[config.mk]
export PLATFORM = sky130hd
export DESIGN_NAME = avtc_ctrl
export DESIGN_NICKNAME = d
export VERILOG_FILES = /design/src/rtl/avtc_pkg.sv /design/src/rtl/avtc_ctrl.sv
export SDC_FILE = /design/constraint.sdc
export NUM_CORES = 1
export LEC_CHECK = 0
export BUFFER_PORTS_ARGS = -buffer_cell sky130_fd_sc_hd__buf_2
export CORE_ASPECT_RATIO = 1.2
export CORE_MARGIN = 1.5
export CORE_UTILIZATION = 42
export CTS_BUF_LIST = sky130_fd_sc_hd__clkbuf_8 sky130_fd_sc_hd__clkbuf_16
export DETAILED_ROUTE_END_ITERATION = 10
export GPL_ROUTABILITY_DRIVEN = 0
export PLACE_DENSITY = 0.68
export SLEW_MARGIN = 20
export SYNTH_ARGS = -nofsm -noshare
export SYNTH_HDL_FRONTEND = slang
export SYNTH_SLANG_ARGS = --single-unit
[constraint.sdc]
create_clock -name clk -period 7.8 [get_ports clk]
set_input_delay 1.56 -clock clk [delete_from_list [all_inputs] [get_ports clk]]
set_output_delay 1.56 -clock clk [all_outputs]
set_load 0.02 [all_outputs]
[src/rtl/avtc_pkg.sv]
`timescale 1ns / 1ps
// ============================================================================
// avtc_pkg: shared types and constants of the voltage table controller
// Request and response payloads, configuration bundle, sequencer states,
// shared arithmetic unit opcodes and the status and request codes.
// ============================================================================
package avtc_pkg;

  localparam int DEF_TEMP_REGIONS = 16;
  localparam int DEF_MAX_LEVELS   = 32;

  localparam int VOLT_W  = 12;
  localparam int STEP_W  = 8;
  localparam int LCNT_W  = 6;
  localparam int LVL_W   = 5;
  localparam int REGN_W  = 4;
  localparam int DSTAT_W = 32;
  localparam int ALU_W   = VOLT_W + 1;
  localparam int CFG_IDX_W = 2;

  // request types
  localparam logic [1:0] REQ_LOAD   = 2'd0;
  localparam logic [1:0] REQ_NOTICE = 2'd1;
  localparam logic [1:0] REQ_TICK   = 2'd2;

  // status codes
  localparam logic [1:0] STATUS_OK        = 2'd0;
  localparam logic [1:0] STATUS_RANGE     = 2'd1;
  localparam logic [1:0] STATUS_DELAY_ERR = 2'd2;
  localparam logic [1:0] STATUS_AT_MAX    = 2'd3;

  // configuration register indexes
  localparam logic [CFG_IDX_W-1:0] CFG_VMIN   = 2'd0;
  localparam logic [CFG_IDX_W-1:0] CFG_VMAX   = 2'd1;
  localparam logic [CFG_IDX_W-1:0] CFG_VSTEP  = 2'd2;
  localparam logic [CFG_IDX_W-1:0] CFG_LCOUNT = 2'd3;

  localparam logic [VOLT_W-1:0] VMIN_RESET   = 12'd950;
  localparam logic [VOLT_W-1:0] VMAX_RESET   = 12'd1300;
  localparam logic [STEP_W-1:0] VSTEP_RESET  = 8'd25;
  localparam logic [LCNT_W-1:0] LCOUNT_RESET = 6'd32;

  // delay-circuit status bit positions
  localparam int UP_CPU_BIT = 24;
  localparam int UP_VU_BIT  = 29;
  localparam int UP_L2_BIT  = 30;
  localparam int DN_CPU_BIT = 16;
  localparam int DN_VU_BIT  = 21;
  localparam int DN_L2_BIT  = 22;

  typedef struct packed {
    logic [1:0]         req_type;
    logic [LVL_W-1:0]   level_index;
    logic               begin_flag;
    logic [VOLT_W-1:0]  load_voltage;
    logic [REGN_W-1:0]  temp_region;
    logic [DSTAT_W-1:0] delay_status;
  } req_t;

  typedef struct packed {
    logic              drive_valid;
    logic [VOLT_W-1:0] drive_voltage;
    logic [1:0]        status;
  } rsp_t;

  typedef struct packed {
    logic [VOLT_W-1:0] mv_floor;
    logic [VOLT_W-1:0] mv_ceiling;
    logic [STEP_W-1:0] mv_step;
    logic [LCNT_W-1:0] level_count;
  } cfg_t;

  typedef enum logic [3:0] {
    ST_IDLE,
    ST_DISPATCH,
    ST_LOAD_WR,
    ST_RAISE_SAT,
    ST_RAISE_CHK,
    ST_RAISE_WR,
    ST_DN_RD,
    ST_DN_CHK_MIN,
    ST_DN_CHK_HERE,
    ST_DN_WR,
    ST_CLAMP_RD,
    ST_CLAMP_CMP,
    ST_FINAL_RD,
    ST_DRIVE,
    ST_DONE
  } state_t;

  typedef enum logic {
    ALU_ADD,
    ALU_SUB
  } alu_op_t;

  typedef struct packed {
    logic [ALU_W-1:0] res;
    logic             ge;
    logic             eq;
  } alu_res_t;

endpackage

[src/rtl/avtc_ctrl.sv]
`timescale 1ns / 1ps
// ============================================================================
// avtc_ctrl: request sequencer
// Decodes a request and walks the table through the shared unit and memory.
// ============================================================================
module avtc_ctrl #(
  parameter int TEMP_REGIONS = avtc_pkg::DEF_TEMP_REGIONS,
  parameter int MAX_LEVELS   = avtc_pkg::DEF_MAX_LEVELS,
  parameter int ADDR_W       = 9
) (
  input  logic                        clk,
  input  logic                        rst,
  input  logic                        req_valid,
  output logic                        req_ready,
  input  avtc_pkg::req_t              req_data,
  input  avtc_pkg::cfg_t              cfg,
  input  logic                        out_free,
  output logic                        done,
  output avtc_pkg::rsp_t              result,
  output logic                        mem_we,
  output logic                        mem_re,
  output logic [ADDR_W-1:0]           mem_addr,
  output logic [avtc_pkg::VOLT_W-1:0] mem_wdata,
  input  logic [avtc_pkg::VOLT_W-1:0] mem_rdata,
  output logic [avtc_pkg::ALU_W-1:0]  alu_a,
  output logic [avtc_pkg::ALU_W-1:0]  alu_b,
  output avtc_pkg::alu_op_t           alu_op,
  input  avtc_pkg::alu_res_t          alu_res
);
  import avtc_pkg::*;

  localparam int CNT_MAX = (TEMP_REGIONS > MAX_LEVELS) ? TEMP_REGIONS : MAX_LEVELS;
  localparam int CNT_W   = (CNT_MAX > 1) ? $clog2(CNT_MAX) : 1;
  localparam int CW      = LCNT_W + 1;

  state_t state, state_next;

  req_t              rq;
  req_t              rq_in;
  logic [CNT_W-1:0]  cnt;
  logic [ALU_W-1:0]  acc;
  logic [VOLT_W-1:0] low;
  logic [LVL_W-1:0]  cur_level;
  logic              level_known;
  logic              change_pending;
  logic [VOLT_W-1:0] applied;
  logic              voltage_known;
  logic [1:0]        status;
  logic              drv_valid;
  logic [VOLT_W-1:0] drv_voltage;

  logic [CW-1:0]     count;
  logic              idx_oor, cur_oor;
  logic              rise, fall;
  logic              pair_bad, up_any, dn_all, tick_live;
  logic              last_region, last_level, last_clamp;
  logic [REGN_W-1:0] region_in;

  function automatic logic [ADDR_W-1:0] mk_addr(input logic [REGN_W-1:0] rg,
                                                input logic [CW-1:0] lv);
    return ADDR_W'(32'(rg) * MAX_LEVELS + 32'(lv));
  endfunction

  // decode
  always_comb begin
    count = ({1'b0, cfg.level_count} > CW'(MAX_LEVELS)) ? CW'(MAX_LEVELS)
                                                        : {1'b0, cfg.level_count};
    idx_oor = CW'(rq.level_index) >= count;
    cur_oor = CW'(cur_level) >= count;
    rise = rq.begin_flag && level_known && (rq.level_index > cur_level);
    fall = !rq.begin_flag && (!level_known || (rq.level_index < cur_level));
    pair_bad = (rq.delay_status[UP_CPU_BIT] && rq.delay_status[DN_CPU_BIT]) ||
               (rq.delay_status[UP_VU_BIT]  && rq.delay_status[DN_VU_BIT])  ||
               (rq.delay_status[UP_L2_BIT]  && rq.delay_status[DN_L2_BIT]);
    up_any = rq.delay_status[UP_CPU_BIT] || rq.delay_status[UP_VU_BIT] ||
             rq.delay_status[UP_L2_BIT];
    dn_all = rq.delay_status[DN_CPU_BIT] && rq.delay_status[DN_VU_BIT] &&
             rq.delay_status[DN_L2_BIT];
    tick_live   = !change_pending && level_known;
    last_region = CW'(cnt) == CW'(TEMP_REGIONS - 1);
    last_level  = CW'(cnt) == (count - CW'(1));
    last_clamp  = CW'(cnt) == (CW'(cur_level) - CW'(1));
    region_in   = ({1'b0, req_data.temp_region} >= (REGN_W + 1)'(TEMP_REGIONS))
                  ? REGN_W'(TEMP_REGIONS - 1) : req_data.temp_region;
    rq_in             = req_data;
    rq_in.temp_region = region_in;
  end

  // next state
  always_comb begin
    state_next = state;
    case (state)
      ST_IDLE: begin
        if (req_valid) state_next = ST_DISPATCH;
      end
      ST_DISPATCH: begin
        case (rq.req_type)
          REQ_LOAD:   state_next = idx_oor ? ST_DONE : ST_LOAD_WR;
          REQ_NOTICE: state_next = (!idx_oor && (rise || fall)) ? ST_DRIVE : ST_DONE;
          REQ_TICK: begin
            if (!tick_live || cur_oor) state_next = ST_DONE;
            else if (pair_bad)         state_next = ST_FINAL_RD;
            else if (up_any)           state_next = ST_RAISE_SAT;
            else if (dn_all)           state_next = ST_DN_RD;
            else                       state_next = ST_FINAL_RD;
          end
          default: state_next = ST_DONE;
        endcase
      end
      ST_LOAD_WR:     if (last_region) state_next = ST_DONE;
      ST_RAISE_SAT:   state_next = ST_RAISE_CHK;
      ST_RAISE_CHK:   state_next = ST_RAISE_WR;
      ST_RAISE_WR:    if (last_level) state_next = ST_FINAL_RD;
      ST_DN_RD:       state_next = ST_DN_CHK_MIN;
      ST_DN_CHK_MIN:  state_next = alu_res.ge ? ST_DN_CHK_HERE : ST_FINAL_RD;
      ST_DN_CHK_HERE: state_next = alu_res.ge ? ST_DN_WR : ST_FINAL_RD;
      ST_DN_WR:       state_next = (cur_level == '0) ? ST_FINAL_RD : ST_CLAMP_RD;
      ST_CLAMP_RD:    state_next = ST_CLAMP_CMP;
      ST_CLAMP_CMP:   state_next = last_clamp ? ST_FINAL_RD : ST_CLAMP_RD;
      ST_FINAL_RD:    state_next = ST_DRIVE;
      ST_DRIVE:       state_next = ST_DONE;
      ST_DONE:        if (out_free) state_next = ST_IDLE;
      default:        state_next = ST_IDLE;
    endcase
  end

  // outputs
  always_comb begin
    req_ready = 1'b0;
    done      = 1'b0;
    mem_we    = 1'b0;
    mem_re    = 1'b0;
    mem_addr  = mk_addr(rq.temp_region, CW'(cur_level));
    mem_wdata = acc[VOLT_W-1:0];
    alu_a     = {1'b0, applied};
    alu_b     = ALU_W'(cfg.mv_step);
    alu_op    = ALU_ADD;
    case (state)
      ST_IDLE: req_ready = 1'b1;
      ST_DISPATCH: begin
        mem_re   = (rq.req_type == REQ_NOTICE) && !idx_oor && (rise || fall);
        mem_addr = mk_addr(rq.temp_region, CW'(rq.level_index));
      end
      ST_LOAD_WR: begin
        mem_we    = 1'b1;
        mem_addr  = mk_addr(REGN_W'(cnt), CW'(rq.level_index));
        mem_wdata = rq.load_voltage;
      end
      ST_RAISE_SAT: begin
        alu_a = acc;
        alu_b = {1'b0, cfg.mv_ceiling};
      end
      ST_RAISE_CHK: alu_b = {1'b0, cfg.mv_ceiling};
      ST_RAISE_WR: begin
        mem_we   = 1'b1;
        mem_addr = mk_addr(rq.temp_region, CW'(cnt));
      end
      ST_DN_RD: begin
        mem_re = 1'b1;
        alu_a  = {1'b0, cfg.mv_floor};
      end
      ST_DN_CHK_MIN: alu_b = acc;
      ST_DN_CHK_HERE: begin
        alu_a = {1'b0, mem_rdata};
        alu_b = {1'b0, applied};
      end
      ST_DN_WR: begin
        alu_op    = ALU_SUB;
        mem_we    = 1'b1;
        mem_wdata = alu_res.res[VOLT_W-1:0];
      end
      ST_CLAMP_RD: begin
        mem_re   = 1'b1;
        mem_addr = mk_addr(rq.temp_region, CW'(cnt));
      end
      ST_CLAMP_CMP: begin
        alu_a     = {1'b0, mem_rdata};
        alu_b     = {1'b0, low};
        mem_we    = alu_res.ge && !alu_res.eq;
        mem_addr  = mk_addr(rq.temp_region, CW'(cnt));
        mem_wdata = low;
      end
      ST_FINAL_RD: mem_re = 1'b1;
      ST_DRIVE: begin
        alu_a = {1'b0, mem_rdata};
        alu_b = {1'b0, applied};
      end
      ST_DONE: done = 1'b1;
      default: ;
    endcase
  end

  assign result = '{drive_valid: drv_valid, drive_voltage: drv_voltage, status: status};

  always_ff @(posedge clk) begin
    if (rst) state <= ST_IDLE;
    else     state <= state_next;
  end

  // control state
  always_ff @(posedge clk) begin
    if (rst) begin
      cur_level      <= '0;
      level_known    <= 1'b0;
      change_pending <= 1'b0;
      applied        <= '0;
      voltage_known  <= 1'b0;
    end else begin
      if (state == ST_DISPATCH && rq.req_type == REQ_NOTICE && !idx_oor) begin
        change_pending <= rq.begin_flag;
        if (rise || fall) begin
          cur_level   <= rq.level_index;
          level_known <= 1'b1;
        end
      end
      if (state == ST_DRIVE && (!voltage_known || !alu_res.eq)) begin
        applied       <= mem_rdata;
        voltage_known <= 1'b1;
      end
    end
  end

  // working registers and result
  always_ff @(posedge clk) begin
    case (state)
      ST_IDLE: begin
        if (req_valid) begin
          rq          <= rq_in;
          status      <= STATUS_OK;
          drv_valid   <= 1'b0;
          drv_voltage <= '0;
        end
      end
      ST_DISPATCH: begin
        cnt <= '0;
        acc <= alu_res.res;
        if (rq.req_type == REQ_LOAD || rq.req_type == REQ_NOTICE) begin
          if (idx_oor) status <= STATUS_RANGE;
        end else if (rq.req_type == REQ_TICK && tick_live) begin
          if (cur_oor)       status <= STATUS_RANGE;
          else if (pair_bad) status <= STATUS_DELAY_ERR;
        end
      end
      ST_LOAD_WR, ST_RAISE_WR: cnt <= cnt + CNT_W'(1);
      ST_RAISE_SAT: begin
        if (alu_res.ge && !alu_res.eq) acc <= {1'b0, cfg.mv_ceiling};
      end
      ST_RAISE_CHK: status <= alu_res.ge ? STATUS_AT_MAX : STATUS_OK;
      ST_DN_RD: acc <= alu_res.res;
      ST_DN_WR: begin
        low <= alu_res.res[VOLT_W-1:0];
        cnt <= '0;
      end
      ST_CLAMP_CMP: cnt <= cnt + CNT_W'(1);
      ST_DRIVE: begin
        if (!voltage_known || !alu_res.eq) begin
          drv_valid   <= 1'b1;
          drv_voltage <= mem_rdata;
        end
      end
      default: ;
    endcase
  end

endmodule

==> results.py <==
metrics = {
    "status": {
        "status": "finished, final reports clean",
    },
    "routing": {
        "detail_route.wl_per_cell_um": 19.10,
        "route.vias.total": 5377,
        "detail-route-antenna-nets": 0,
        "wl_final_um": 17340,
        "firstDrtPassIters": 8,
        "viasPerCell": 5.922,
        "drc_errors": 0,
        "drt-initial-drc-count": 571,
    },
    "critical_path": {
        "cpPeakStageDelay_ns": 0.54,
        "worst_path_required_time_ns": 6.24,
        "r2r_cells": 4,
        "cp_slowest_cell": "sky130_fd_sc_hd__or4_1",
        "critical_path.most_common_cell": "sky130_fd_sc_hd__buf_2",
        "cp_cell_sequence": "buf_2 > nand2b_1 > ha_1 > or4_1 > a21oi_2 > o311a_2 > o211ai_4 > o21a_1 > inv_1 > buf_2",
        "worst-setup-path-type": "in -> out",
        "timing.critical_path.depth": 10,
        "worst-endpoint-arrival_ns": 3.74,
        "worst_r2r_endpoint": "drv_voltage[2]$_SDFFCE_PN0P_",
        "critical_path.endpoint": "mem_re",
        "path_buf_inv": 3,
        "cp-end-kind": "primary output",
        "path_delay_family": "simple AND/OR/NAND/NOR gates",
        "launch_point_of_the_worst_reg_to_reg_path": "state[2]$_SDFFE_PP0P_",
        "start_kind": "primary input",
        "crit_fanout": 15,
        "timing.reg2reg.setup_slack_ns": 4.54,
        "critPathLaunch": "cfg[5]",
    },
    "floorplan": {
        "die_w_um": 110.6,
        "initial_core_util_pct": 42.58,
        "die_area_sq_mm": 0.01461,
        "std_cell_rows": 47,
        "boundaryPins": 192,
        "fp.dieH_um": 132.1,
        "coreArea_sq_mm": 0.01370,
    },
    "cts": {
        "htree_num_levels": 3,
        "hold_buffers": 0,
        "tritoncts_num_sinks": 99,
        "number_of_setup_buffers_added_after_cts": 0,
        "cts.root.buffer_cell": "sky130_fd_sc_hd__clkbuf_16",
        "cts_max_path_buffers": 2,
        "tritoncts": "built",
        "tritoncts.num_buffers": 9,
        "postCtsResizedCells": 0,
        "clock_slew_seen_by_the_registers_of_the_worst_setup_and_hold_paths_ns": 0.07,
        "insertion_delay_ns": 0.35,
    },
    "synth": {
        "postSynthAreaPerCell_sq_um": 9.973,
        "ys_dominant_reg_cell": "sky130_fd_sc_hd__edfxtp_1",
        "syn-cell-area_sq_mm": 0.005834,
        "synth_enable_flop_cells": 75,
        "synth.yosys.seq_area_share_pct": 46.84,
        "yosys_warning_total": 0,
        "ys_seq_elements": 99,
        "post_synthesis_async_set_or_reset_flop_share_pct": 0,
        "synthesis.nets": 730,
        "syn_inst": 585,
        "number_of_distinct_library_cells_after_synthesis": 72,
    },
    "sta": {
        "worstMarginPinSlew_ns": 1.093,
        "hold_violations": 0,
        "timing.final.setup_violations": 0,
        "timing_max_transition_violations_final": 0,
        "final_clock_skew_ns": 0.01181,
        "timing.final.crit_share_pct": 67.96,
        "rsz0062_at_grt": "no",
        "slew_margin_rel_pct": 27.07,
        "totalNegativeSetupSlack_ns": 0,
        "max_clock_freq_mhz": 188.6,
        "min_cycle_time_layout_ns": 5.301,
    },
    "min_path": {
        "min_delay_path_depth": 2,
        "holdCritPathClass": "reg -> reg",
    },
    "global_route": {
        "antenna_found_initial": 2,
        "wire_length_of_the_first_global_routing_pass_um": 26870,
        "globalRouteTotalUtil_pct": 23.23,
        "grt_start_max_net_pins": 32,
        "number_of_global_route_vias_before_repair": 5005,
        "grt_overflow_total": 0,
    },
    "layout": {
        "final_cell_mix": "165 x sky130_fd_sc_hd__buf_2, 92 x sky130_fd_sc_hd__nand2_1, 75 x sky130_fd_sc_hd__edfxtp_1, 46 x sky130_fd_sc_hd__nor2_1, 38 x sky130_fd_sc_hd__a222oi_1",
        "fin_area_sq_mm": 0.007027,
        "post_route_cells_drive_above_1_share_pct": 30.61,
        "most_frequent_standard_cell_in_the_layout_excluding_fill_and_tap_cells": "sky130_fd_sc_hd__buf_2",
        "area_delta_synth_final_pct": 20.44,
        "num-nets-final": 875,
    },
    "placement": {
        "place.detailed.hpwl_um": 13000,
        "port_buffers": 165,
        "post_dp_cell_area_sq_mm": 0.006723,
    },
    "power_and_ir_drop": {
        "seq_power_share_pct": 34.5,
        "power.density_cell_area_mw_per_mm2": 363.7,
        "power.static_leakage_uw": 0.002843,
        "max_ir_drop_vdd_v": 0.0002104,
        "switchingPower_uw": 1181,
        "share_clk_of_total_power_pct": 17.0,
        "cell_internal_pwr_uw": 1375,
        "comb_power_share_pct": 48.5,
        "switching_share_pct": 46.21,
    },
    "flow_run": {
        "timing.max_cap.violations": 0,
    },
}
[layer usage]
metal	vias to the layer above	global-route usage, %	wire, um
met5	-	0	0
met4	0	13.03	839
met3	60	4.000	1309
met2	294	35.32	8040
met1	2532	31.49	7154
li1	2491	-	-
[registers in the layout, summed over array words and instances, names as in the netlist]
register,cells
applied,12
status,2
acc,13
voltage_known,1
cnt,5
drv_voltage,12
drv_valid,1
rq,30
cur_level,5
low,12
change_pending,1
level_known,1
state,4
[per-stage QoR]
| step | cells | worst slack, ns | hold WS, ns | utilization [%] | power (uW) |
|---|---|---|---|---|---|
| 6_report | 908 | 2.499 | 0.4932 | 51.28 | 2556 |
| 2_1_floorplan | 585 | 2.929 | 0.4402 | - | 1726 |
| 3_3_place_gp | 890 | 2.537 | 0.4497 | 49.06 | 2086 |
| 4_1_cts | 906 | 2.497 | 0.4845 | 51.18 | 2544 |
| 3_5_place_dp | 890 | 2.506 | 0.4737 | 49.06 | 2112 |
| 5_1_grt | 908 | 2.361 | 0.5123 | 51.28 | 2691 |
[power by group through the flow]
stage / sequential (uW) / clock, uW / combinational, uW
6_report: 881 / 434 / 1240
5_1_grt: 897 / 461 / 1330
4_1_cts: 875 / 437 / 1230
3_5_place_dp: 886 / 0 / 1230
3_3_place_gp: 883 / 0 / 1200
2_1_floorplan: 809 / 0 / 916
[layout make-up]
cell class / count / area, sq um
fill: 1266 / 6675
multi-input combinational: 423 / 2828
tap: 171 / 214.0
timing repair buffer: 168 / 848.3
clock inverter: 7 / 65.06
inverter: 29 / 108.9
antenna: 2 / 5.005
clock buffer: 9 / 225.2
sequential: 99 / 2733
[logic make-up (layout without fill, tap and decap cells)]
| logic type | Yosys count | count (layout) | share of synthesized area (%) |
|---|---|---|---|
| AO/OA/AOI/OAI | 146 | 146 | 19.11 |
| adder cells (fa/ha/maj) | 20 | 20 | 4.289 |
| other | 0 | 2 | 0 |
| multiplexers | 24 | 24 | 4.461 |
| buffers and inverters | 63 | 213 | 4.997 |
| XOR/XNOR | 13 | 13 | 1.952 |
| flip-flops | 99 | 99 | 46.84 |
| AND/OR/NAND/NOR | 220 | 220 | 18.36 |
[cells in the mapped netlist (11+ instances only)]
library cell               number  area, sq um
sky130_fd_sc_hd__o21ai_0       24        120.1
sky130_fd_sc_hd__and2_1        14        87.58
sky130_fd_sc_hd__a21oi_1       28        140.1
sky130_fd_sc_hd__dfxtp_1       24        480.5
sky130_fd_sc_hd__inv_1         26        97.59
sky130_fd_sc_hd__clkbuf_1      13        48.80
sky130_fd_sc_hd__nand2_1       92        345.3
sky130_fd_sc_hd__buf_2         11        55.05
sky130_fd_sc_hd__a222oi_1      38        380.4
sky130_fd_sc_hd__ha_1          20        250.2
sky130_fd_sc_hd__nor2_1        47        176.4
sky130_fd_sc_hd__a31oi_1       13        81.33
sky130_fd_sc_hd__mux2_2        16        180.2
sky130_fd_sc_hd__edfxtp_1      75         2252
[worst min path at each step]
| stage | from | endpoint |
|---|---|---|
| after floorplan | voltage_known$_SDFFE_PP0P_ | voltage_known$_SDFFE_PP0P_ |
| after global placement | voltage_known$_SDFFE_PP0P_ | voltage_known$_SDFFE_PP0P_ |
| after detailed placement | applied[2]$_SDFFE_PP0P_ | applied[2]$_SDFFE_PP0P_ |
| after CTS | applied[2]$_SDFFE_PP0P_ | applied[2]$_SDFFE_PP0P_ |
| after global routing | applied[3]$_SDFFE_PP0P_ | applied[3]$_SDFFE_PP0P_ |
| final | applied[2]$_SDFFE_PP0P_ | applied[2]$_SDFFE_PP0P_ |
[worst register-to-register path, cell delays in order, from the launching register on]
cell and delay [ns]:
sky130_fd_sc_hd__dfxtp_1 0.93, sky130_fd_sc_hd__nand2_2 0.13, sky130_fd_sc_hd__nor2_1 0.71, sky130_fd_sc_hd__nand2_1 0.52, sky130_fd_sc_hd__nand2b_1 0.61
No activity file was read; power rests on OpenSTA's default activity.
