===== src/rtl/avtc_pkg.sv =====
`timescale 1ns / 1ps
// ============================================================================
// avtc_pkg: shared types and constants of the voltage table controller
// Request and response payloads, configuration bundle, sequencer states,
// shared arithmetic unit opcodes and the status and request codes.
// ============================================================================
package avtc_pkg;

  localparam int DEF_TEMP_REGIONS = 16;
  localparam int DEF_MAX_LEVELS   = 32;

  localparam int VOLT_W  = 12;
  localparam int STEP_W  = 8;
  localparam int LCNT_W  = 6;
  localparam int LVL_W   = 5;
  localparam int REGN_W  = 4;
  localparam int DSTAT_W = 32;
  localparam int ALU_W   = VOLT_W + 1;
  localparam int CFG_IDX_W = 2;

  // request types
  localparam logic [1:0] REQ_LOAD   = 2'd0;
  localparam logic [1:0] REQ_NOTICE = 2'd1;
  localparam logic [1:0] REQ_TICK   = 2'd2;

  // status codes
  localparam logic [1:0] STATUS_OK        = 2'd0;
  localparam logic [1:0] STATUS_RANGE     = 2'd1;
  localparam logic [1:0] STATUS_DELAY_ERR = 2'd2;
  localparam logic [1:0] STATUS_AT_MAX    = 2'd3;

  // configuration register indexes
  localparam logic [CFG_IDX_W-1:0] CFG_VMIN   = 2'd0;
  localparam logic [CFG_IDX_W-1:0] CFG_VMAX   = 2'd1;
  localparam logic [CFG_IDX_W-1:0] CFG_VSTEP  = 2'd2;
  localparam logic [CFG_IDX_W-1:0] CFG_LCOUNT = 2'd3;

  localparam logic [VOLT_W-1:0] VMIN_RESET   = 12'd950;
  localparam logic [VOLT_W-1:0] VMAX_RESET   = 12'd1300;
  localparam logic [STEP_W-1:0] VSTEP_RESET  = 8'd25;
  localparam logic [LCNT_W-1:0] LCOUNT_RESET = 6'd32;

  // delay-circuit status bit positions
  localparam int UP_CPU_BIT = 24;
  localparam int UP_VU_BIT  = 29;
  localparam int UP_L2_BIT  = 30;
  localparam int DN_CPU_BIT = 16;
  localparam int DN_VU_BIT  = 21;
  localparam int DN_L2_BIT  = 22;

  typedef struct packed {
    logic [1:0]         req_type;
    logic [LVL_W-1:0]   level_index;
    logic               begin_flag;
    logic [VOLT_W-1:0]  load_voltage;
    logic [REGN_W-1:0]  temp_region;
    logic [DSTAT_W-1:0] delay_status;
  } req_t;

  typedef struct packed {
    logic              drive_valid;
    logic [VOLT_W-1:0] drive_voltage;
    logic [1:0]        status;
  } rsp_t;

  typedef struct packed {
    logic [VOLT_W-1:0] mv_floor;
    logic [VOLT_W-1:0] mv_ceiling;
    logic [STEP_W-1:0] mv_step;
    logic [LCNT_W-1:0] level_count;
  } cfg_t;

  typedef enum logic [3:0] {
    ST_IDLE,
    ST_DISPATCH,
    ST_LOAD_WR,
    ST_RAISE_SAT,
    ST_RAISE_CHK,
    ST_RAISE_WR,
    ST_DN_RD,
    ST_DN_CHK_MIN,
    ST_DN_CHK_HERE,
    ST_DN_WR,
    ST_CLAMP_RD,
    ST_CLAMP_CMP,
    ST_FINAL_RD,
    ST_DRIVE,
    ST_DONE
  } state_t;

  typedef enum logic {
    ALU_ADD,
    ALU_SUB
  } alu_op_t;

  typedef struct packed {
    logic [ALU_W-1:0] res;
    logic             ge;
    logic             eq;
  } alu_res_t;

endpackage


===== src/rtl/avtc_alu.sv =====
`timescale 1ns / 1ps
// ============================================================================
// avtc_alu: shared add, subtract and compare unit
// A subtractor serves every difference and magnitude compare; a separate adder serves every sum.
// ============================================================================
module avtc_alu (
  input  logic [avtc_pkg::ALU_W-1:0] a,
  input  logic [avtc_pkg::ALU_W-1:0] b,
  input  avtc_pkg::alu_op_t          op,
  output avtc_pkg::alu_res_t         res
);
  import avtc_pkg::*;

  logic [ALU_W:0] diff;
  logic [ALU_W-1:0] sum;

  assign diff = {1'b0, a} - {1'b0, b};
  assign sum  = a + b;

  always_comb begin
    res.ge  = ~diff[ALU_W];
    res.eq  = (diff == '0);
    res.res = (op == ALU_ADD) ? sum : diff[ALU_W-1:0];
  end

endmodule


===== config.mk =====
export PLATFORM = sky130hd
export DESIGN_NAME = avtc_alu
export DESIGN_NICKNAME = d
export VERILOG_FILES = /design/src/rtl/avtc_pkg.sv /design/src/rtl/avtc_alu.sv
export SDC_FILE = /design/constraint.sdc
export NUM_CORES = 1
export LEC_CHECK = 0
export BUFFER_PORTS_ARGS = -buffer_cell sky130_fd_sc_hd__buf_2
export CORE_ASPECT_RATIO = 1.1
export CORE_MARGIN = 4
export CORE_UTILIZATION = 30
export DETAILED_ROUTE_END_ITERATION = 16
export GPL_TIMING_DRIVEN = 0
export PLACE_DENSITY = 0.59
export SLEW_MARGIN = 15
export SYNTH_ARGS = -nofsm -noshare
export SYNTH_HDL_FRONTEND = slang
export SYNTH_SLANG_ARGS = --single-unit

===== constraint.sdc =====
create_clock -name vclk -period 6.15
set_input_delay 1.5375 -clock vclk [all_inputs]
set_output_delay 1.5375 -clock vclk [all_outputs]
set_load 0.005 [all_outputs]

==> summary by stage, run 1 <==
Run status
The flow ran to the end, and the final reports show no timing, DRC or antenna violations.

Place
Port buffering added between 40 and 50 buffers. The total cell area at the placement stage is about 0.0019 mm2. At the end of routability-driven placement, the weighted congestion stood at slightly above 0.8. The detailed placer's ending HPWL is roughly 3.7 mm.

The number of placed cells counting well taps is roughly 320.

Synth
The number of nets in the synthesized netlist is 279. The average size of a mapped cell is roughly 7 um2. The number of warnings printed during yosys synthesis is 0. The post-synthesis sequential area ratio is 0%. The summed instance area of the synthesized netlist is ~0.0016 mm2. The number of instances in the synthesized netlist is roughly 230. The netlist uses 57 different library cells.

STA
The normalized max-slew margin is 64.51%. Setup violations remaining at the end of the flow were counted as 0. Setup repair after global routing left no endpoint under its margin.

The hold violation count in the final report is 0. The clock period minus worst slack is around 5.3 ns. For this run, the top clock speed supported by timing is ~0.19 GHz. The setup TNS is 0 ns. At the pin with the least slew margin, the transition time is between 0.5 and 0.6 ns. The final cycle utilization of the critical path is 86.68%. The number of max-slew violations in the final report is 0.

Setup path
The worst setup path is captured at an output pin. Data on the critical path arrives at its endpoint at 3.79 ns. The worst setup path startpoint is a[2].

The type of the worst setup path is input port to output pin. The startpoint class of the critical path is an input port. Following the worst setup path forward leads to its endpoint at res[0].

At the worst endpoint, the required time is 4.61 ns. The maximum fanout count along the critical path is 7.

Die
Pin placement for this block handled 42 I/O pins. Once the floorplan was initialized, standard cells occupied 31.41% of the core. The number of core rows is 27. The die covers between 0.006 and 0.007 mm2. The core region is 0.005067 mm2. The die is about 77 um wide.

The die extent in y is 84.39 um.

Global route
The global-route wire length before repair is just under 8 mm. The initial antenna violation count is 0. For this run, the total global-route usage over all layers was measured as between 10% and 20%.

The via count of the first global-routing pass is 1703. The total overflow reported by the global router is 0. Entering global routing, the biggest net connects 11 pins.

Route
The number of detailed-route iterations in the first pass is 4. For this run, design rule violations remaining after detail routing come to 0. The count of nets left with antenna violations after detail routing is 0. Using the TritonRoute via totals, the vias-per-cell ratio works out to 5.410. The number of vias after detailed routing is approximately 1800. In the final routed layout, each cell accounts on average for 13.79 um.

The total routed wirelength is between 4 and 5 mm. In this run, the number of DRC markers left after iteration 0 of detailed routing was 97.

Run
The number of max-cap violations is 0.

Pwr
The worst vdd rail ir drop is between 30 and 40 uV. For this design the static power due to leakage is between 0.8 and 0.9 nW. The cell area power density is approximately 100 mW/mm2. The design draws 0.1950 mW.

Finish
In the final design database the tool counted 322 nets. The signed area change from the synthesized netlist to the final layout is 17.45%. The number of fill cells in the layout is about 570. Counting the clock-network buffers in the layout gives 0. The sequential cell count is 0. Summing all flip-flop and latch instances after layout gives 0 um2. The total inserted antenna cells is 0. Measured on the finished design, the core utilization comes to a little under two fifths. The cell area after layout is around 0.0019 mm2. The finished layout holds approximately 320 standard cells, fillers aside. In the final layout, the share of cells above drive strength 1 is between 20% and 30%.

Hold path
The worst hold path belongs to the class input port to output pin.

CTS
The hold buffer count at CTS is 0. Post-CTS repair changed the size of 0 cells. The number of setup buffers added after CTS is 0.
==> area by class of cell <==
| class | instances | area [um2] | share of cell area [%] |
|---|---|---|---|
| buffer | 12 | 58.81 | 3.146 |
| multi-input combinational | 184 | 1424 | 76.17 |
| tap | 58 | 72.57 | 3.882 |
| timing repair buffer | 41 | 205.2 | 10.98 |
| inverter | 29 | 108.9 | 5.823 |
==> cells in the mapped netlist (5+ instances only) <==
library cell	count	area, um2
sky130_fd_sc_hd__xnor2_1	11	96.34
sky130_fd_sc_hd__inv_1	29	108.9
sky130_fd_sc_hd__nor3_1	10	50.05
sky130_fd_sc_hd__buf_2	5	25.02
sky130_fd_sc_hd__a211oi_1	5	37.54
sky130_fd_sc_hd__nand2_1	12	45.04
sky130_fd_sc_hd__nand3_1	6	30.03
sky130_fd_sc_hd__nor2_1	13	48.80
sky130_fd_sc_hd__ha_1	25	312.8
sky130_fd_sc_hd__a21oi_1	16	80.08
sky130_fd_sc_hd__clkbuf_1	6	22.52
sky130_fd_sc_hd__o21ai_0	13	65.06
==> per-stage QoR <==
step           hold slack [ns]  setup slack (ns)
4_1_cts                  3.466            0.8563
2_1_floorplan            3.230             1.378
3_3_place_gp             3.463            0.8601
3_5_place_dp             3.466            0.8659
5_1_grt                  3.517            0.6452
6_report                 3.455            0.8191
==> worst min-delay path by stage <==
stage,from,endpoint,slack (ns),depth (start not counted)
final,b[0],res[2],3.45,4
after global routing,b[0],res[2],3.52,4
after CTS,b[0],res[2],3.47,4
after detailed placement,b[0],res[2],3.47,4
after global placement,b[0],res[2],3.46,4
after floorplan,b[0],res[2],3.23,2
==> cells by family after synthesis <==
| group | after synthesis | synth area share (%) |
|---|---|---|
| buf+inv | 41 | 10.53 |
| fa+ha+maj | 27 | 22.17 |
| simple gates | 66 | 23.27 |
| compound gates | 76 | 35.53 |
| mux | 3 | 1.887 |
| xor+xnor | 12 | 6.604 |
==> critical path, cell delays in order <==
cell and delay (ns):
sky130_fd_sc_hd__buf_2 0.11, sky130_fd_sc_hd__ha_1 0.38, sky130_fd_sc_hd__nor2b_4 0.18, sky130_fd_sc_hd__o2111a_2 0.27, sky130_fd_sc_hd__o31ai_2 0.43, sky130_fd_sc_hd__mux2i_1 0.28, sky130_fd_sc_hd__nand4_1 0.13, sky130_fd_sc_hd__nor4_2 0.31
sky130_fd_sc_hd__buf_2 0.17
==> routing by layer <==
| layer | up-vias | wire, um | global-route usage, % |
|---|---|---|---|
| met3 | 2 | 156 | 0.4292 |
| met4 | 0 | 16 | 0.8091 |
| met1 | 790 | 2148 | 18.49 |
| met2 | 48 | 2148 | 24.43 |
| met5 | - | 0 | 0 |
| li1 | 913 | - | - |
==> cell usage in the layout (no fill, tap or decap), types with 3 or more instances in the layout <==
cell                       Yosys  routed
sky130_fd_sc_hd__a211oi_1      5       5
sky130_fd_sc_hd__a21o_1        3       3
sky130_fd_sc_hd__a21oi_1      16      16
sky130_fd_sc_hd__buf_2         5      46
sky130_fd_sc_hd__clkbuf_1      6       6
sky130_fd_sc_hd__ha_1         25      25
sky130_fd_sc_hd__inv_1        29      29
sky130_fd_sc_hd__mux2i_1       3       3
sky130_fd_sc_hd__nand2_1      12      12
sky130_fd_sc_hd__nand2b_1      3       3
sky130_fd_sc_hd__nand3_1       6       6
sky130_fd_sc_hd__nor2_1       13      13
sky130_fd_sc_hd__nor2b_1       4       4
sky130_fd_sc_hd__nor3_1       10      10
sky130_fd_sc_hd__nor4_1        3       3
sky130_fd_sc_hd__o21a_1        3       3
sky130_fd_sc_hd__o21ai_0      13      13
sky130_fd_sc_hd__o31a_1        3       3
sky130_fd_sc_hd__o31ai_1       4       4
sky130_fd_sc_hd__xnor2_1      11      11
==> where the power goes <==
group	switching (mW)	leakage [nW]	internal, mW	total, mW
registers	0	0	0	0
logic	0.108	0.883	0.0868	0.195
clock network	0	0	0	0
No activity file was read; power rests on OpenSTA's default activity.
==> inputs of run 2 (changes only) <==
Settings changed: CORE_ASPECT_RATIO 1.1 to 0.6.
==> run 2 against run 1 <==
Effect of this change: flip-flop and latch count stayed put; via count is 2.9% higher; highest routed layer unchanged; total power is 1.7% higher; sequential share of layout area stayed put; first-iteration DRC count is 94% higher; worst setup slack worse by 0.034 ns; fmax is 0.63% lower; wire length is 8.6% higher; non-clock buffer count stayed put; design area is 0.54% higher; cell count is 2.5% higher.
==> summary by stage, run 2 (same netlist as run 1, synthesis figures left out) <==
Finish
The sequential cell count is 0. Once layout is complete, the utilization of the core stands at about 37%. In the final design database the tool counted between 300 and 400 nets. The share of cells above drive strength 1 is 24.06%. The number of fill cells in the layout is around 570. The total inserted antenna cells is 0. The cell area after layout is roughly 0.0019 mm2. Summing all multi-input logic gate instances after layout gives 0.001424 mm2. The number of clock-tree buffers in the layout is 0.

Leaving out fill and tap cells, the most frequent cell in the layout is sky130_fd_sc_hd__buf_2. The area of all sequential standard cells is 0 um2. The signed area change from the synthesized netlist to the final layout is 18.08%. In the layout the commonest cells are sky130_fd_sc_hd__buf_2, sky130_fd_sc_hd__inv_1, sky130_fd_sc_hd__ha_1, sky130_fd_sc_hd__a21oi_1.

Place
The placed instances occupy a cell area of around 0.0019 mm2. The last weighted congestion value of the routability-driven placer is about 0.89. The number of buffers inserted by port buffering is 41. The detailed placer's ending HPWL is between 4 and 5 mm.

Pwr
The cell area power density is 105.5 mW/mm2. Summing internal, switching and leakage power gives around 0.20 mW. Summed over all cells, the static leakage comes to 0.8828 nW. Across the VDD grid, the largest voltage drop is around 33 uV.

Setup path
Data on the critical path arrives at its endpoint at between 3 and 4 ns. The signal on the critical path passes through buf_2 > inv_1 > ha_1 > buf_2 > inv_1 > a221oi_2 > a211oi_1 > a221oi_1 > mux2i_1 > nand3b_1 > buf_2. The largest individual stage delay along the critical path comes from the cell sky130_fd_sc_hd__a221oi_1. The setup path with the least slack is of type input port to output pin.

The maximum fanout count along the critical path is 10. The worst setup path startpoint is b[5]. For this run, the slowest stage of the critical path takes between 0.4 and 0.5 ns. The capturing element type of the critical path is an output pin. STA classifies the critical path startpoint as an input port. The cell repeated most along the worst path is sky130_fd_sc_hd__buf_2. The data required time at the worst endpoint is about 4.6 ns.

Global route
The via count of the first global-routing pass is about 1600. Entering global routing, the biggest net connects 11 pins. The first global-routing pass estimated 7.928 mm of wire. The total routing resource utilization after global routing is roughly 14%. The total overflow reported by the global router is 0.

The initial antenna violation count is 0.

STA
Setup repair after global routing left no endpoint under its margin. In the finished design, the share of the clock period the worst path needs comes to 87.23%. Subtracting the final worst setup slack from the clock period gives 5.365 ns. For this run, the top clock speed supported by timing is 0.1864 GHz. Setup violations remaining at the end of the flow were counted as 0. The number of max-slew violations in the final report is 0. The hold violation count in the final report came to 0. For the final routed database, the setup TNS stands at 0 ns. The normalized max-slew margin is between 60 and 70%. The worst hold slack after final layout is ~3.5 ns. At the pin with the least slew margin, the transition time is 0.5982 ns.

Die
After floorplanning, the core was sized to cover 0.005105 mm2. In this run the count of I/O pins placed on the die edge is 42. The die is roughly 100 um wide.

For this configuration, the core starts out at a cell density of 31.18%. The area of the die is approximately 0.0066 mm2. After floorplanning, the core was divided into 20 placement rows. The floorplan step set the die height to between 60 and 70 um.

Hold path
The path with the worst hold slack has its endpoint at res[2]. The startpoint of the tightest hold check path is b[0]. In this run the worst hold path is classified as input port to output pin.

The worst hold path depth is 4.

Route
Summed over all nets, wire length on met3 after detailed routing comes to 452 um. The highest layer used for signal routing is met4. The pre-antenna-repair detailed-routing pass consisted of 4 iterations. The detail-routed net length per standard cell is ~15 um. Summed over all layers, the routed wires come to 4.854 mm. The met2 routed wirelength is roughly 1.8 mm. The number of vias after detailed routing is ~1800. For this block, wires on met1 add up to about 2.6 mm.

In this run the remaining antenna-violating nets after routing total 0. The number of remaining DRC errors is 0. The initial DRC count is ~190.

The via count normalized by instance count is between 5 and 6.

Run status
The run finished with clean final reports.

Run
The number of max-cap violations is 0.

CTS
The post-cts repair resize count is 0. The number of hold buffers added after CTS was 0. The number of setup buffers added after CTS is 0.
==> run 2: per-layer routing <==
metal  global-route usage (%)  vias to the layer above
li1                         -                      906
met1                    25.99                      823
met2                    18.45                       72
met3                   0.6452                        2
met4                   0.9820                        0
met5                        0                        -
==> run 2: worst max-delay path by stage <==
stage,cells past startpoint,to,slack [ns]
CTS,11,res[14],0.81
global placement,9,res[0],0.80
global route,11,res[14],0.62
detailed placement,11,res[14],0.81
finish,11,res[14],0.79
floorplan,8,res[0],1.38
==> run 2: final cells by class <==
| cell class | count | area share [%] |
|---|---|---|
| repair buffers | 41 | 10.92 |
| well taps | 66 | 4.394 |
| inverters | 29 | 5.792 |
| plain buffers | 12 | 3.129 |
| multi-input cells | 184 | 75.77 |
==> run 2: power breakdown <==
| part | leakage [nW] | switching, mW | total (mW) | internal, mW |
|---|---|---|---|---|
| registers | 0 | 0 | 0 | 0 |
| clock network | 0 | 0 | 0 | 0 |
| logic | 0.883 | 0.111 | 0.198 | 0.0870 |
==> run 2: through the flow <==
stage / cells / setup WS [ns]
global route: 332 / 0.6198
detailed placement: 332 / 0.8129
global placement: 332 / 0.7985
CTS: 332 / 0.8057
finish: 332 / 0.7853
floorplan: 225 / 1.378
==> run 2: worst max-delay path, delay by kind of cell <==
family	cells	cell delay (ns)
AOI/OAI and AO/OA	3	1.12
adders and majority gates	1	0.26
buffers and inverters	5	0.61
muxes	1	0.23
and+or+nand+nor	1	0.08
==> inputs of run 3 (changes only) <==
Settings changed: CORE_MARGIN 4 to not set.
Clock period 6.15 ns to 5.46 ns, I/O delays scaled along.
==> run 3 against run 2 <==
Effect of this change: largest power group unchanged; die area is 15% lower; first-iteration DRC count is 24% lower; via count is 1.7% lower; flip-flop and latch count stayed put; design area stayed put; global-route usage is 2.9 points higher; total power is 13% higher; combinational power is 13% higher; worst hold slack worse by 0.35 ns; highest routed layer is now met3; critical path depth is 2 lower; cell count stayed put; worst setup slack worse by 0.36 ns.
==> summary by stage, run 3 (same netlist as run 1, synthesis figures left out) <==
STA
The smallest clock period supported by the final layout is computed as approximately 5 ns. Based on the critical path, the design can be clocked at up to ~0.20 GHz. The final cycle utilization of the critical path is 92.30%.

At the pin with the least slew margin, the transition time is a little over 0.6 ns. The number of endpoints failing setup at the final stage is 0. Setup repair after global routing left no endpoint under its margin. The setup TNS is 0 ns. The hold violation count in the final report is 0. The number of max-slew violations in the final report was 0. The worst pin sits at a relative slew slack of about three fifths.

Setup path
The critical path is of the input port to output pin type. For the worst setup path, the data arrival time is 3.67 ns. The capturing element type of the critical path is an output pin. The startpoint class of the critical path is an input port. The data required time at the worst endpoint is 4.09 ns. In this run the worst path has a maximum fanout of 7.

Hold path
The worst hold path was traced through 4 stages. The worst hold path belongs to the class input port to output pin. The worst hold path terminates at res[2]. The worst hold path begins at b[0].

Route
For this block, the via count after detailed routing is roughly 1800. The total routed wirelength is 4.758 mm. The via count normalized by instance count is between 5 and 6.

The number of remaining DRC errors is 0. The initial DRC count is between 100 and 150. In the final routed layout, each cell accounts on average for around 14 um.

The count of nets left with antenna violations once routing finished came out at 0. The first TritonRoute pass finished after 4 iterations.

Die
Pin placement for this block handled between 40 and 50 I/O pins. The floorplan step set the die width to between 90 and 100 um. The die extent in y is roughly 60 um. The area of the core is around 0.0051 mm2. Once the floorplan was initialized, standard cells occupied 31.33% of the core. The number of core rows is 20.

The die covers approximately 0.0056 mm2.

Pwr
The worst vdd rail ir drop is about 38 uV. Dividing total power by cell area gives a power density of roughly 120 mW/mm2. The overall power is 0.2236 mW. In this run the static leakage power is between 0.8 and 0.9 nW.

Finish
The total inserted antenna cells is 0. The utilization of the core after routing is around 37%. After layout, the clock buffer instance count stands at 0. The library cell used most frequently in the layout, excluding fill and tap cells, is sky130_fd_sc_hd__buf_2. Leaving out fill and tap cells, the most frequent cells in the layout are sky130_fd_sc_hd__buf_2, sky130_fd_sc_hd__inv_1, sky130_fd_sc_hd__ha_1, sky130_fd_sc_hd__a21oi_1.

The signed area change from the synthesized netlist to the final layout is 18.08%. The sequential cell count is 0. The area of all sequential standard cells is 0 um2. The finished cells cover 0.001879 mm2. In the final design database the tool counted between 300 and 400 nets. In the final layout, the share of cells above drive strength 1 is 24.06%.

CTS
Once the clock tree was built, the setup fixing pass inserted 0 buffers. In this run, post-CTS repair resized a total of 0 instances. The number of hold buffers added after CTS was 0.

Run
The number of max-cap violations is 0.

Global route
The via count of the first global-routing pass came to 1567. The global-route wire length before repair is roughly 7.8 mm. The initial antenna violation count came to 0. For this run, the total global-route usage over all layers was measured as 17.38%. The maximum number of pins on one net before global-route repair is 11. The total overflow reported by the global router is 0.

Run status
The run finished with clean final reports.

Place
Summing all placed instances gives a cell area of between 0.0015 and 0.002 mm2. The congestion estimate from routability-driven global placement came to approximately 0.88. The detailed placer's ending HPWL is about 4.0 mm.

The number of buffers inserted by port buffering is slightly above 40.
run 3: cell counts in the layout (fill, tap and decap cells not counted):
No cell type changed its count.
run 3: critical path, stage by stage:
cell	delay (ns)
sky130_fd_sc_hd__buf_2	0.11
sky130_fd_sc_hd__ha_1	0.39
sky130_fd_sc_hd__nor2b_4	0.18
sky130_fd_sc_hd__o2111a_2	0.27
sky130_fd_sc_hd__o31ai_2	0.42
sky130_fd_sc_hd__mux2i_1	0.34
sky130_fd_sc_hd__nand4_1	0.16
sky130_fd_sc_hd__nor4_2	0.28
sky130_fd_sc_hd__buf_2	0.15
run 3: worst max path at each step:
stage                  end  from  slack, ns  cells past startpoint
floorplan           res[0]  b[2]       1.03                      8
global placement    res[0]  a[2]       0.45                      9
detailed placement  res[0]  a[2]       0.48                      9
CTS                 res[0]  a[2]       0.47                      9
global route        res[0]  b[2]       0.22                     10
finish              res[0]  a[2]       0.42                      9
run 3: stage by stage:
step	instances	hold WS [ns]	setup WS (ns)
after floorplan	225	2.885	1.033
after global placement	332	3.116	0.4519
after detailed placement	332	3.123	0.4818
after CTS	332	3.125	0.4665
after global routing	332	3.153	0.2160
final	332	3.127	0.4206
run 3: power by group:
group,switching [mW],internal (mW),total (mW)
logic,0.126,0.0980,0.224
clock network,0,0,0
registers,0,0,0
total,0.126,0.0980,0.224
run 3: layer usage:
metal,vias to the layer above,track usage (%),share of wire (%)
met5,-,0,0
met4,0,0.4264,0
met3,0,1.421,9.0
met2,71,23.61,35
met1,797,29.78,56
li1,904,-,-
run 3: area by class of cell:
cell class / count / area, um2
repair buffers: 41 / 205.2
fillers: 554 / 3201
multi-input cells: 184 / 1424
plain buffers: 12 / 58.81
well taps: 66 / 82.58
inverters: 29 / 108.9
